File: src/rtl/core/ctaphid_report_reassembler_assert.svh
// ---------------------------------------------------------------------------
// ctaphid_report_reassembler_assert.svh
// Shared assertion macros for the report reassembler RTL.
// ---------------------------------------------------------------------------
`ifndef CTAPHID_REPORT_REASSEMBLER_ASSERT_SVH
`define CTAPHID_REPORT_REASSEMBLER_ASSERT_SVH

// Clocked check, idle while aresetn is low.
`define CTR_ASSERT(label, prop, msg) \
    label: assert property (@(posedge aclk) disable iff (!aresetn) (prop)) \
        else $error(msg);

// Check that also holds while reset is asserted.
`define CTR_ASSERT_ALWAYS(label, prop, msg) \
    label: assert property (@(posedge aclk) (prop)) else $error(msg);

`endif

File: src/rtl/core/ctr_pkg.sv
// ---------------------------------------------------------------------------
// ctr_pkg
// Types and constants shared by the report reassembler modules.
// ---------------------------------------------------------------------------
package ctr_pkg;

    // Default HID report size in bytes (legal range 8..64).
    localparam int REPORT_BYTES_DEFAULT = 64;

    // Header layout.
    localparam int CHAN_BYTES   = 4;   // channel occupies bytes 0..3
    localparam int CMD_POS      = 4;   // command / sequence byte
    localparam int LEN_HI_POS   = 5;
    localparam int LEN_LO_POS   = 6;
    localparam int INIT_HEADER  = 7;   // first payload byte of an initial report
    localparam int CMD_FLAG_BIT = 7;   // set in the command byte of an initial report

    // Output record queue depth (power of two, at least 2).
    localparam int Q_DEPTH = 4;

    typedef enum logic [1:0] {
        KIND_PAYLOAD  = 2'd0,
        KIND_COMPLETE = 2'd1,
        KIND_ABORT    = 2'd2,
        KIND_DROP     = 2'd3
    } ctr_kind_t;

    typedef enum logic [1:0] {
        PH_INIT = 2'd0,
        PH_CONT = 2'd1
    } ctr_phase_t;

    typedef struct packed {
        ctr_kind_t   kind;
        logic [7:0]  data;
        logic [31:0] channel;
        logic [6:0]  command;
        logic [15:0] length;
        logic        last;
    } ctr_rec_t;

    // Up to two records produced by one report byte, in output order.
    typedef struct packed {
        logic [1:0] count;
        ctr_rec_t   first;
        ctr_rec_t   second;
    } ctr_push_t;

endpackage

File: src/rtl/core/ctr_parser.sv
// ---------------------------------------------------------------------------
// ctr_parser
// Per-byte header decode, sequence checks and record generation.
// ---------------------------------------------------------------------------
module ctr_parser #(
    parameter int REPORT_BYTES = ctr_pkg::REPORT_BYTES_DEFAULT
) (
    input  logic              aclk,
    input  logic              aresetn,
    input  logic              fire,
    input  logic [7:0]        report_byte,
    input  logic              report_end,
    output ctr_pkg::ctr_push_t push
);

    localparam int POS_W = $clog2(REPORT_BYTES + 1);

    ctr_pkg::ctr_phase_t phase_reg, phase_next;
    logic [POS_W-1:0]    pos_reg, pos_next;
    logic [31:0]         chan_reg, chan_next;
    logic [6:0]          cmd_reg, cmd_next;
    logic [15:0]         len_reg, len_next;
    logic [15:0]         recv_reg, recv_next;
    logic [7:0]          seq_reg, seq_next;
    logic                inval_reg, inval_next;

    logic                active;
    logic [POS_W-1:0]    count;
    logic [7:0]          want_byte;
    logic                pay_v;
    logic                end_v;
    ctr_pkg::ctr_kind_t  end_kind;
    ctr_pkg::ctr_rec_t   pay_rec;
    ctr_pkg::ctr_rec_t   end_rec;

    assign active = pos_reg < POS_W'(REPORT_BYTES);
    assign count  = active ? pos_reg + POS_W'(1) : POS_W'(REPORT_BYTES);

    always_comb begin
        case (pos_reg[1:0])
            2'd0:    want_byte = chan_reg[31:24];
            2'd1:    want_byte = chan_reg[23:16];
            2'd2:    want_byte = chan_reg[15:8];
            default: want_byte = chan_reg[7:0];
        endcase
    end

    always_comb begin
        phase_next = phase_reg;
        pos_next   = pos_reg;
        chan_next  = chan_reg;
        cmd_next   = cmd_reg;
        len_next   = len_reg;
        recv_next  = recv_reg;
        seq_next   = seq_reg;
        inval_next = inval_reg;
        pay_v      = 1'b0;
        end_v      = 1'b0;
        end_kind   = ctr_pkg::KIND_COMPLETE;

        if (fire) begin
            case (phase_reg)
                ctr_pkg::PH_CONT: begin
                    if (active) begin
                        if (pos_reg < POS_W'(ctr_pkg::CHAN_BYTES)) begin
                            if (want_byte != report_byte) begin
                                inval_next = 1'b1;
                            end
                        end else if (pos_reg == POS_W'(ctr_pkg::CMD_POS)) begin
                            if (report_byte[ctr_pkg::CMD_FLAG_BIT] ||
                                report_byte != seq_reg) begin
                                inval_next = 1'b1;
                            end
                        end else if (!inval_reg && recv_reg < len_reg) begin
                            pay_v     = 1'b1;
                            recv_next = recv_reg + 16'd1;
                        end
                    end
                    if (report_end) begin
                        if (inval_next || count != POS_W'(REPORT_BYTES)) begin
                            end_v      = 1'b1;
                            end_kind   = ctr_pkg::KIND_ABORT;
                            phase_next = ctr_pkg::PH_INIT;
                        end else begin
                            seq_next = seq_reg + 8'd1;
                            if (recv_next >= len_next) begin
                                end_v      = 1'b1;
                                end_kind   = ctr_pkg::KIND_COMPLETE;
                                phase_next = ctr_pkg::PH_INIT;
                            end
                        end
                    end
                end
                default: begin
                    if (active) begin
                        if (pos_reg == '0) begin
                            chan_next  = {24'd0, report_byte};
                            recv_next  = '0;
                            inval_next = 1'b0;
                        end else if (pos_reg < POS_W'(ctr_pkg::CHAN_BYTES)) begin
                            chan_next = {chan_reg[23:0], report_byte};
                        end else if (pos_reg == POS_W'(ctr_pkg::CMD_POS)) begin
                            cmd_next = report_byte[6:0];
                            if (!report_byte[ctr_pkg::CMD_FLAG_BIT]) begin
                                inval_next = 1'b1;
                            end
                        end else if (pos_reg == POS_W'(ctr_pkg::LEN_HI_POS)) begin
                            len_next = {report_byte, 8'd0};
                        end else if (pos_reg == POS_W'(ctr_pkg::LEN_LO_POS)) begin
                            len_next = {len_reg[15:8], report_byte};
                        end else if (!inval_reg && recv_reg < len_reg) begin
                            pay_v     = 1'b1;
                            recv_next = recv_reg + 16'd1;
                        end
                    end
                    if (report_end) begin
                        if (count < POS_W'(ctr_pkg::INIT_HEADER) || inval_next) begin
                            end_v    = 1'b1;
                            end_kind = ctr_pkg::KIND_DROP;
                        end else if (recv_next >= len_next) begin
                            end_v    = 1'b1;
                            end_kind = ctr_pkg::KIND_COMPLETE;
                        end else begin
                            phase_next = ctr_pkg::PH_CONT;
                            seq_next   = '0;
                        end
                    end
                end
            endcase

            if (report_end) begin
                pos_next   = '0;
                inval_next = 1'b0;
            end else if (active) begin
                pos_next = pos_reg + POS_W'(1);
            end
        end
    end

    // Records carry the message fields as they stand after this byte; a drop record carries zeros.
    always_comb begin
        pay_rec.kind    = ctr_pkg::KIND_PAYLOAD;
        pay_rec.data    = report_byte;
        pay_rec.channel = chan_next;
        pay_rec.command = cmd_next;
        pay_rec.length  = len_next;
        pay_rec.last    = 1'b0;

        end_rec.kind    = end_kind;
        end_rec.data    = '0;
        end_rec.last    = 1'b1;
        if (end_kind == ctr_pkg::KIND_DROP) begin
            end_rec.channel = '0;
            end_rec.command = '0;
            end_rec.length  = '0;
        end else begin
            end_rec.channel = chan_next;
            end_rec.command = cmd_next;
            end_rec.length  = len_next;
        end

        push.count  = 2'(pay_v) + 2'(end_v);
        push.first  = pay_v ? pay_rec : end_rec;
        push.second = end_rec;
    end

    always_ff @(posedge aclk) begin
        if (!aresetn) begin
            phase_reg <= ctr_pkg::PH_INIT;
            pos_reg   <= '0;
            chan_reg  <= '0;
            cmd_reg   <= '0;
            len_reg   <= '0;
            recv_reg  <= '0;
            seq_reg   <= '0;
            inval_reg <= 1'b0;
        end else begin
            phase_reg <= phase_next;
            pos_reg   <= pos_next;
            chan_reg  <= chan_next;
            cmd_reg   <= cmd_next;
            len_reg   <= len_next;
            recv_reg  <= recv_next;
            seq_reg   <= seq_next;
            inval_reg <= inval_next;
        end
    end

endmodule

File: src/rtl/core/ctr_out_queue.sv
// ---------------------------------------------------------------------------
// ctr_out_queue
// Small record queue: up to two writes per cycle, one read per cycle.
// ---------------------------------------------------------------------------
`include "ctaphid_report_reassembler_assert.svh"

module ctr_out_queue (
    input  logic               aclk,
    input  logic               aresetn,
    input  ctr_pkg::ctr_push_t push,
    output logic               room,
    output logic               out_valid,
    input  logic               out_ready,
    output ctr_pkg::ctr_rec_t  out_rec
);

    localparam int AW    = $clog2(ctr_pkg::Q_DEPTH);
    localparam int CNT_W = $clog2(ctr_pkg::Q_DEPTH + 1);

    ctr_pkg::ctr_rec_t mem [ctr_pkg::Q_DEPTH];

    logic [AW-1:0]     head_reg, head_next;
    logic [AW-1:0]     tail_reg, tail_next;
    logic [CNT_W-1:0]  cnt_reg, cnt_next;
    logic              pop;
    logic              byp_first;
    logic              byp_second;
    ctr_pkg::ctr_rec_t out_rec_reg;

    // Room for a worst-case beat (two records).
    assign room      = cnt_reg <= CNT_W'(ctr_pkg::Q_DEPTH - 2);
    assign out_valid = cnt_reg != '0;
    assign pop       = out_valid && out_ready;

    // A record written this cycle that lands on the next head goes straight out.
    assign byp_first  = (push.count != 2'd0) && (tail_reg == head_next);
    assign byp_second = (push.count == 2'd2) && (tail_reg + AW'(1) == head_next);

    always_comb begin
        head_next = pop ? head_reg + AW'(1) : head_reg;
        tail_next = tail_reg + AW'(push.count);
        cnt_next  = cnt_reg + CNT_W'(push.count) - CNT_W'(pop);
    end

    always_ff @(posedge aclk) begin
        if (push.count != 2'd0) begin
            mem[tail_reg] <= push.first;
        end
        if (push.count == 2'd2) begin
            mem[tail_reg + AW'(1)] <= push.second;
        end
    end

    always_ff @(posedge aclk) begin
        if (byp_second) begin
            out_rec_reg <= push.second;
        end else if (byp_first) begin
            out_rec_reg <= push.first;
        end else begin
            out_rec_reg <= mem[head_next];
        end
    end

    assign out_rec = out_rec_reg;

    always_ff @(posedge aclk) begin
        if (!aresetn) begin
            head_reg <= '0;
            tail_reg <= '0;
            cnt_reg  <= '0;
        end else begin
            head_reg <= head_next;
            tail_reg <= tail_next;
            cnt_reg  <= cnt_next;
        end
    end

    `CTR_ASSERT(a_occupancy_bound, cnt_reg <= CNT_W'(ctr_pkg::Q_DEPTH), "queue overfilled")
    `CTR_ASSERT(a_push_has_room, push.count != 2'd0 |-> room, "push without room")
    `CTR_ASSERT(a_pop_only, (pop && push.count == 2'd0) |=> cnt_reg == $past(cnt_reg) - CNT_W'(1), "pop count slip")
    `CTR_ASSERT(a_ptr_gap, ((tail_reg - head_reg) == AW'(cnt_reg)) || (cnt_reg == CNT_W'(ctr_pkg::Q_DEPTH)), "pointer/count mismatch")

endmodule

File: src/rtl/core/ctaphid_report_reassembler.sv
// ---------------------------------------------------------------------------
// ctaphid_report_reassembler
// CTAPHID message reassembly from a byte stream of HID reports.
// ---------------------------------------------------------------------------
// Report bytes enter one per beat, s_report_end on the last byte of a report.
// Initial reports (channel, command with bit 7 set, length, data from byte 7)
// and continuation reports (same channel, sequence 0,1,2,..., data from byte
// 5, at least REPORT_BYTES long) are checked on the fly. Payload bytes leave as
// records of kind payload as soon as they arrive; each message then ends with
// a complete or abort record, and a malformed initial report yields a drop
// record. Downstream logic must discard the payload of an aborted message.
// Bytes past REPORT_BYTES in a report are ignored. Throughput: one input beat
// per clock while the output queue has room; a report's last byte can yield
// two records (payload plus end record), which the 4-entry output queue
// absorbs while the output side moves one record per clock when m_ready is
// high. A beat is captured in the input register, and its record then
// reaches the queue's output register once the queue has room.
// ---------------------------------------------------------------------------
module ctaphid_report_reassembler #(
    parameter int REPORT_BYTES = ctr_pkg::REPORT_BYTES_DEFAULT
) (
    input  logic        aclk,
    input  logic        aresetn,

    input  logic        s_valid,
    output logic        s_ready,
    input  logic [7:0]  s_report_byte,
    input  logic        s_report_end,

    output logic        m_valid,
    input  logic        m_ready,
    output logic [1:0]  m_record_kind,
    output logic [7:0]  m_data_byte,
    output logic [31:0] m_channel_id,
    output logic [6:0]  m_command,
    output logic [15:0] m_message_length,
    output logic        m_run_last
);

    // Input register: holds one beat until the queue can take its records.
    logic       in_valid_reg, in_valid_next;
    logic [7:0] in_byte_reg;
    logic       in_end_reg;

    logic               room;
    logic               fire;
    logic               s_take;
    ctr_pkg::ctr_push_t push;
    ctr_pkg::ctr_rec_t  out_rec;

    assign fire    = in_valid_reg && room;
    assign s_ready = !in_valid_reg || fire;
    assign s_take  = s_valid && s_ready;

    always_comb begin
        in_valid_next = in_valid_reg;
        if (s_take) begin
            in_valid_next = 1'b1;
        end else if (fire) begin
            in_valid_next = 1'b0;
        end
    end

    always_ff @(posedge aclk) begin
        if (!aresetn) begin
            in_valid_reg <= 1'b0;
        end else begin
            in_valid_reg <= in_valid_next;
        end
    end

    // Payload side of the input register, no reset needed.
    always_ff @(posedge aclk) begin
        if (s_take) begin
            in_byte_reg <= s_report_byte;
            in_end_reg  <= s_report_end;
        end
    end

    ctr_parser #(
        .REPORT_BYTES (REPORT_BYTES)
    ) u_parser (
        .aclk        (aclk),
        .aresetn     (aresetn),
        .fire        (fire),
        .report_byte (in_byte_reg),
        .report_end  (in_end_reg),
        .push        (push)
    );

    ctr_out_queue u_queue (
        .aclk      (aclk),
        .aresetn   (aresetn),
        .push      (push),
        .room      (room),
        .out_valid (m_valid),
        .out_ready (m_ready),
        .out_rec   (out_rec)
    );

    assign m_record_kind    = out_rec.kind;
    assign m_data_byte      = out_rec.data;
    assign m_channel_id     = out_rec.channel;
    assign m_command        = out_rec.command;
    assign m_message_length = out_rec.length;
    assign m_run_last       = out_rec.last;

endmodule

File: config.mk
export PLATFORM = sky130hd
export DESIGN_NAME = ctaphid_report_reassembler
export DESIGN_NICKNAME = d
export VERILOG_FILES = /design/src/rtl/core/ctr_pkg.sv /design/src/rtl/core/ctr_parser.sv /design/src/rtl/core/ctr_out_queue.sv /design/src/rtl/core/ctaphid_report_reassembler.sv
export VERILOG_INCLUDE_DIRS = /design/src /design/src/rtl/core
export SDC_FILE = /design/constraint.sdc
export NUM_CORES = 1
export LEC_CHECK = 0
export ABC_AREA = 1
export BUFFER_PORTS_ARGS = -buffer_cell sky130_fd_sc_hd__clkbuf_2
export CAP_MARGIN = 15
export CORE_MARGIN = 3
export CORE_UTILIZATION = 31
export DETAILED_ROUTE_END_ITERATION = 7
export GPL_TIMING_DRIVEN = 0
export SLEW_MARGIN = 20
export SYNTH_ARGS = -nofsm -noshare
export SYNTH_HDL_FRONTEND = slang
export SYNTH_HIERARCHICAL = 1
export SYNTH_SLANG_ARGS = --single-unit
export TNS_END_PERCENT = 10
File: constraint.sdc
create_clock -name aclk -period 15.1 [get_ports aclk]
set_input_delay 3.02 -clock aclk [delete_from_list [all_inputs] [get_ports aclk]]
set_output_delay 3.02 -clock aclk [all_outputs]
set_load 0.01 [all_outputs]
# After elaboration in Yosys (flattened, before gate mapping)

Memories as Yosys holds them, arrays and structs flattened.
Index checks and enable logic that the tools add are counted.

Output and inout bits: 68
RAM bits: 264
Logic and storage cells: 181
Memories kept: 1
Register bits after elaboration: 172

Reductions and logical operators: 21
Add/subtract/negate cells: 9
Order comparisons: 7
Muxes and demuxes: 106
Equality and inequality tests: 17

Memory list:

| memory      | depth | bits a word | rd ports | clocked after memory_dff | wr ports | line                | source |
|---|---|---|---|---|---|---|---|
| u_queue.mem | 4     | 66          | 1        | 0                        | 2        | ctr_out_queue.sv:20 | `ctr_pkg::ctr_rec_t mem [ctr_pkg::Q_DEPTH];` |

Operator list:

| kind                    | number |
|---|---|
| $mux W16                | 24 |
| $mux W66                | 3 |
| $mux W32                | 5 |
| $mux W7                 | 9 |
| $mux W8                 | 7 |
| $mux W55                | 1 |
| $mux W1                 | 42 |
| $ge A16 B16 Y1          | 2 |
| $mux W2                 | 14 |
| $pmux W8 S3             | 1 |
| $eq A7 B3 Y1 const B    | 3 |
| $add A16 B1 Y16 const B | 1 |
| $lt A16 B16 Y1          | 1 |
| $ne A8 B8 Y1            | 2 |
| $lt A7 B3 Y1 const B    | 2 |
| $reduce_and A5 Y1       | 2 |
| $add A8 B1 Y8 const B   | 1 |
| $add A7 B1 Y7 const B   | 1 |
| $logic_not A7 Y1        | 1 |
| $lt A7 B7 Y1 const B    | 1 |
| $ne A7 B7 Y1 const B    | 1 |
| $eq A2 B2 Y1 const B    | 3 |
| $logic_and A1 B1 Y1     | 6 |
| $ne A2 B2 Y1 const B    | 3 |
| 15 further kinds        | 24 |

# Depth between registers and ports, before layout

Word-level depth: 22
Mapped depth: 34

# Cells and area by module

The synthesis kept the hierarchy.

Modules (own cells, without submodules):

| module                     | cells each | times used | sequential area each (µm²) | area an instance (µm²) |
|---|---|---|---|---|
| ctr_out_queue              | 1361       | 1          | 8107.8                     | 13035.0 |
| ctr_parser                 | 1303       | 1          | 1761.7                     | 7850.0 |
| ctaphid_report_reassembler | 18         | 1          | 290.3                      | 329.1 |

# Least setup slack after synthesis

OpenSTA, ideal clock, no wires.

Path type: register -> register
Start: register u_parser.recv_reg[9]
End: memory u_queue/mem[3][0] (netlist bit), enable pin
Setup slack: 6.400 ns
Buffers on the path: 1
Cell stages (with the launch flop): 22
Library setup time: 0.588 ns
Arrival time: 8.113 ns
Cell sequence: dfxtp_1 > ha_1 > a21o_1 > nand3_1 > a21oi_1 > nor2_4 > nand2_4 > buf_2 > nand2_1 > nand2_1 > o21ai_0 > ha_1 > a21oi_1 > o21a_1 > a21boi_0 > nor3_1 > nand4_1 > o21ai_0 > a21oi_1 > ha_1 > nor2_1 > o31ai_1

RTL lines:

| element                  | line                | source |
|---|---|---|
| start: declaration       | ctr_parser.sv:23    | `logic [15:0] recv_reg, recv_next;` |
| start signal: assignment | ctr_parser.sv:183   | `recv_reg <= recv_next;` |
| end: declaration         | ctr_out_queue.sv:20 |  |

==> impl_table.tex <==
\begin{tabular}{lr}
\hline
Metric & Value \\
\hline
\multicolumn{2}{l}{\textbf{Critical path}} \\
\quad Reg2reg end & u\_queue/mem[2][22] \\
\quad Worst reg-to-reg path cell count & 24 \\
\quad Worst Path Class, Setup & register to register \\
\quad RR Startpoint & u\_parser/recv\_reg[9] \\
\quad CP required & 15.40 ns \\
\quad Worst-path maximum fanout & 41 \\
\quad Kind of launch point of the worst setup path & register \\
\quad Critical Path Start & u\_parser/recv\_reg[9] \\
\quad Register-to-register setup slack & 8.65 ns \\
\quad Type of element capturing the critical path & register \\
\quad Critical path data arrival time & 6.75 ns \\
\multicolumn{2}{l}{\textbf{Clocking}} \\
\quad Root cell of the clock tree & sky130\_fd\_sc\_hd\_\_clkbuf\_16 \\
\quad PostCTS Resize Cnt & 0 \\
\quad Num CTS Buffers & 44 \\
\quad Count of H-tree levels built during CTS & 2 \\
\quad TritonCTS clock tree & yes \\
\quad Number of setup buffers added after CTS & 0 \\
\quad Post-CTS Hold Fix Bufs & 0 \\
\quad Number of sinks on the clock net & 371 \\
\quad Worst-skew pair later-pin latency & 0.58 ns \\
\quad Largest buffer count on any clock path & 3 \\
\quad Clock slew at reported path FFs & 0.07 ns \\
\multicolumn{2}{l}{\textbf{Hold path}} \\
\quad Worst hold path stage count & 2 \\
\quad Min-delay src & in\_valid\_reg \\
\quad Terminating pin of the worst hold path & in\_valid\_reg \\
\quad HP Class & register to register \\
\multicolumn{2}{l}{\textbf{Place}} \\
\quad Final Wtd Congestion & 0.913 \\
\quad Instance area after placement & 22,900 sq um \\
\quad PortBufs & 80 \\
\quad Setup WS pre-CTS & 8.75 ns \\
\quad Detailed placer's ending HPWL & 48,800 microns \\
\multicolumn{2}{l}{\textbf{STA}} \\
\quad Clock skew after layout & 0.0253 ns \\
\quad Setup repair after global routing missed its margin & false \\
\quad Final total negative setup slack & 0 ns \\
\quad Maximum operating frequency & 0.155 GHz \\
\quad Final Hold Violating Endpoints & 0 \\
\quad Number of max-slew violations in the final report & 0 \\
\quad Worst Setup Slack, final & 8.65 ns \\
\quad Slew at the pin closest to its max-slew limit & 0.969 ns \\
\quad Shortest period the worst path allows & 6.45 ns \\
\quad Number of setup violations in the final report & 0 \\
\quad Slew Limit Headroom & 35.4\% \\
\quad Share of the cycle needed by the critical path after routing & 42.7\% \\
\multicolumn{2}{l}{\textbf{Floorplanning}} \\
\quad Initial standard-cell utilization of the core & 31.4\% \\
\quad Number of cell rows & 95 \\
\quad Die area & 71,600 sq um \\
\quad I/O pin total & 81 \\
\quad Die span in y & 268 microns \\
\quad Die Width & 268 microns \\
\quad Core Footprint & 67,500 sq um \\
\multicolumn{2}{l}{\textbf{Final layout}} \\
\quad Area taken by flip-flops and latches & 10,200 sq um \\
\quad Layout filler cell count & 7,027 \\
\quad Flip-flop count of the largest register after layout & 264 \\
\quad Post-layout util & 36.0\% \\
\quad Layout cells sized above 1 & 11.3\% \\
\quad Layout Area Growth over Synthesis & 14.7\% \\
\quad Multi-input logic area & 9330 sq um \\
\quad Fin area & 24,300 sq um \\
\quad Final layout net count & 2,896 \\
\multicolumn{2}{l}{\textbf{Power and ir drop}} \\
\quad Proportion of power drawn by the clock network & 32.0\% \\
\quad Sw Ratio & 36.8\% \\
\quad Int Pwr & 0.00205 W \\
\quad Combinational share of power & 31.4\% \\
\quad Net load switching power & 0.00119 W \\
\quad Leakage power summed over all cells & 8.96 nW \\
\quad Overall power & 0.00324 W \\
\quad Sequential fraction of design power & 36.6\% \\
\quad IR drop worst, VDD & 0.0000836 V \\
\quad Total power density per cell area & 133 nW/um\^{}2 \\
\multicolumn{2}{l}{\textbf{GRT}} \\
\quad Via count of the first global-routing pass & 17.9k \\
\quad GRT Residual Overflow & 0 \\
\quad Number of antenna violations at the first check in global routing & 0 \\
\quad Total routing usage reported by global routing & 19.4\% \\
\quad Wire length of the first global-routing pass & 106,000 microns \\
\quad Largest net degree at the start of global routing & 42 \\
\multicolumn{2}{l}{\textbf{Run status}} \\
\quad Outcome & finished clean \\
\multicolumn{2}{l}{\textbf{Synthesis}} \\
\quad Post-Syn Instances & 2,682 \\
\quad Synthesis-stage register bit count & 371 \\
\quad Leading post-synthesis cells by cell area & sky130\_fd\_sc\_hd\_\_edfxtp\_1 39\%, sky130\_fd\_sc\_hd\_\_nand2\_1 10\%, sky130\_fd\_sc\_hd\_\_dfxtp\_1 9.2\%, sky130\_fd\_sc\_hd\_\_nor2\_1 6.3\%, sky130\_fd\_sc\_hd\_\_o21ai\_0 6.3\% \\
\quad Synthesis Warnings & 6 \\
\quad Average footprint of a synthesized cell & 7.91 sq um \\
\quad Number of different library cells in the post-synthesis netlist & 44 \\
\quad Sequential share of the synthesized area & 47.9\% \\
\quad Synth Cell Area & 21,200 sq um \\
\quad Number of enable flip-flop cells after synthesis & 273 \\
\quad Share of synthesized registers carrying an async set or reset & 0\% \\
\quad Fraction of synthesized cell area taken by the top area cell type & 38.6\% \\
\quad Cell type with the highest aggregate area in the netlist & sky130\_fd\_sc\_hd\_\_edfxtp\_1 \\
\quad Ys flop type & sky130\_fd\_sc\_hd\_\_edfxtp\_1 \\
\multicolumn{2}{l}{\textbf{Routing}} \\
\quad Via count normalized by instance count & 5.08 \\
\quad Number of detailed-route iterations in the first pass & 8 \\
\quad Antenna-violating nets left & 0 \\
\quad DRT iter0 DRCs & 1,835 \\
\quad DRC violations left & 0 \\
\quad Count of vias placed by the detailed router & 19.0k \\
\quad Routed wire length & 70,400 microns \\
\quad Detailed-route wire length per cell & 18.9 microns \\
\multicolumn{2}{l}{\textbf{Run}} \\
\quad Max Cap Viol & 0 \\
\hline
\end{tabular}
## area by class of cell
cell class                      count  share of cell area (%)
Antenna cell                        1                  0.0103
Tap cell                          873                    4.49
Sequential cell                   371                    41.7
Timing Repair Buffer               89                    2.32
Clock buffer                       58                    5.01
Buffer                            161                    3.41
Inverter                          253                    3.94
Clock inverter                     23                   0.735
Multi-Input combinational cell   1904                    38.3
## layer usage
layer	wire, microns	GRT usage (%)	part of all wire, %
met5	0	0	0
met4	2710	7.69	3.9
met3	5380	2.91	7.6
met2	32500	31.8	46
met1	29800	25.7	42
## layout by cell type, fill, tap and decap left out, types with 7 or more instances in the layout
cell type and n:
sky130_fd_sc_hd__nand2_4 8, sky130_fd_sc_hd__nand3_1 79, sky130_fd_sc_hd__clkbuf_16 46, sky130_fd_sc_hd__nor2_4 14, sky130_fd_sc_hd__o21ai_1 218, sky130_fd_sc_hd__inv_2 12, sky130_fd_sc_hd__nor2_1 356, sky130_fd_sc_hd__o21ai_0 265
sky130_fd_sc_hd__o31ai_1 15, sky130_fd_sc_hd__nand4_1 12, sky130_fd_sc_hd__clkinv_2 8, sky130_fd_sc_hd__clkbuf_1 93, sky130_fd_sc_hd__nor3_1 14, sky130_fd_sc_hd__xor2_1 19, sky130_fd_sc_hd__ha_1 58, sky130_fd_sc_hd__o22ai_1 70
sky130_fd_sc_hd__dfxtp_1 98, sky130_fd_sc_hd__inv_1 234, sky130_fd_sc_hd__or2_1 9, sky130_fd_sc_hd__a21oi_2 9, sky130_fd_sc_hd__conb_1 9, sky130_fd_sc_hd__clkbuf_2 80, sky130_fd_sc_hd__nand2_2 7, sky130_fd_sc_hd__a21oi_1 101
sky130_fd_sc_hd__clkinv_1 10, sky130_fd_sc_hd__edfxtp_1 273, sky130_fd_sc_hd__nor2_2 33, sky130_fd_sc_hd__buf_4 17, sky130_fd_sc_hd__buf_6 16, sky130_fd_sc_hd__buf_2 45, sky130_fd_sc_hd__nand2_1 587
## worst max-delay path by stage
stage | end | slack [ns] | depth (start not counted)
2_1_floorplan | u_queue/mem[3][0] | 6.40 | 21
3_3_place_gp | u_queue/mem[3][30] | 0.76 | 21
3_5_place_dp | u_queue/mem[2][28] | 8.75 | 24
4_1_cts | u_queue/mem[2][34] | 8.72 | 24
5_1_grt | u_queue/mem[2][34] | 8.27 | 26
6_report | u_queue/mem[2][22] | 8.65 | 24
## power groups by stage
stage          sequential, W  combinational (W)  clock (W)
2_1_floorplan        0.00119           0.000619          0
6_report             0.00119            0.00102    0.00104
3_5_place_dp         0.00120            0.00102          0
5_1_grt              0.00119            0.00113    0.00110
3_3_place_gp         0.00121            0.00101          0
4_1_cts              0.00118            0.00102    0.00105
## worst max-delay path, stage by stage (launching register included)
cell and delay (ns):
sky130_fd_sc_hd__dfxtp_1 0.51, sky130_fd_sc_hd__ha_1 0.31, sky130_fd_sc_hd__a21o_1 0.16, sky130_fd_sc_hd__nand3_1 0.06, sky130_fd_sc_hd__a21oi_1 0.10, sky130_fd_sc_hd__nor2_4 0.24
sky130_fd_sc_hd__nand2_4 0.17, sky130_fd_sc_hd__buf_2 0.23, sky130_fd_sc_hd__nand2_1 0.08, sky130_fd_sc_hd__nand2_1 0.07, sky130_fd_sc_hd__o21ai_0 0.51, sky130_fd_sc_hd__ha_1 0.35
sky130_fd_sc_hd__nand4_1 0.16, sky130_fd_sc_hd__nor2_1 0.06, sky130_fd_sc_hd__a21boi_0 0.12, sky130_fd_sc_hd__nor3_1 0.25, sky130_fd_sc_hd__nand4_1 0.15, sky130_fd_sc_hd__o21ai_0 0.17
sky130_fd_sc_hd__a21oi_1 0.08, sky130_fd_sc_hd__ha_1 0.43, sky130_fd_sc_hd__nor2_4 0.09, sky130_fd_sc_hd__nand2_1 0.45, sky130_fd_sc_hd__clkbuf_1 0.57, sky130_fd_sc_hd__nand2_4 0.45
sky130_fd_sc_hd__buf_16 0.35
## through the flow
| stage | std cells | hold slack [ns] |
|---|---|---|
| floorplan | 2689 | 0.459 |
| global placement | 3642 | 0.483 |
| detailed placement | 3651 | 0.488 |
| CTS | 3732 | 0.497 |
| global route | 3732 | 0.519 |
| finish | 3733 | 0.494 |
## cells by family (layout without fill, tap and decap cells)
| group | Yosys count | after routing | synth area share (%) |
|---|---|---|---|
| simple gates | 1125 | 1125 | 22.1 |
| compound gates | 688 | 688 | 17.1 |
| buf+inv | 414 | 584 | 8.43 |
| flops | 371 | 371 | 47.9 |
| fa+ha+maj | 59 | 59 | 3.52 |
| xor+xnor | 23 | 23 | 0.950 |
| other cells | 2 | 10 | 0.0354 |
## Yosys cell counts (2+ instances only)
master / count
sky130_fd_sc_hd__a21boi_0: 2
sky130_fd_sc_hd__a21oi_1: 101
sky130_fd_sc_hd__a21oi_2: 9
sky130_fd_sc_hd__buf_2: 45
sky130_fd_sc_hd__buf_4: 17
sky130_fd_sc_hd__buf_6: 14
sky130_fd_sc_hd__clkbuf_1: 84
sky130_fd_sc_hd__clkinv_1: 3
sky130_fd_sc_hd__conb_1: 2
sky130_fd_sc_hd__dfxtp_1: 98
sky130_fd_sc_hd__edfxtp_1: 273
sky130_fd_sc_hd__ha_1: 58
sky130_fd_sc_hd__inv_1: 234
sky130_fd_sc_hd__inv_2: 12
sky130_fd_sc_hd__inv_4: 4
sky130_fd_sc_hd__nand2_1: 590
sky130_fd_sc_hd__nand2_2: 7
sky130_fd_sc_hd__nand2_4: 5
sky130_fd_sc_hd__nand3_1: 79
sky130_fd_sc_hd__nand4_1: 12
sky130_fd_sc_hd__nor2_1: 356
sky130_fd_sc_hd__nor2_2: 33
sky130_fd_sc_hd__nor2_4: 14
sky130_fd_sc_hd__nor3_1: 14
sky130_fd_sc_hd__o21a_1: 3
sky130_fd_sc_hd__o21ai_0: 265
sky130_fd_sc_hd__o21ai_1: 218
sky130_fd_sc_hd__o22ai_1: 70
sky130_fd_sc_hd__o31ai_1: 16
sky130_fd_sc_hd__or2_1: 9
sky130_fd_sc_hd__xnor2_1: 4
sky130_fd_sc_hd__xor2_1: 19
Power figures use the tool's default switching activity.
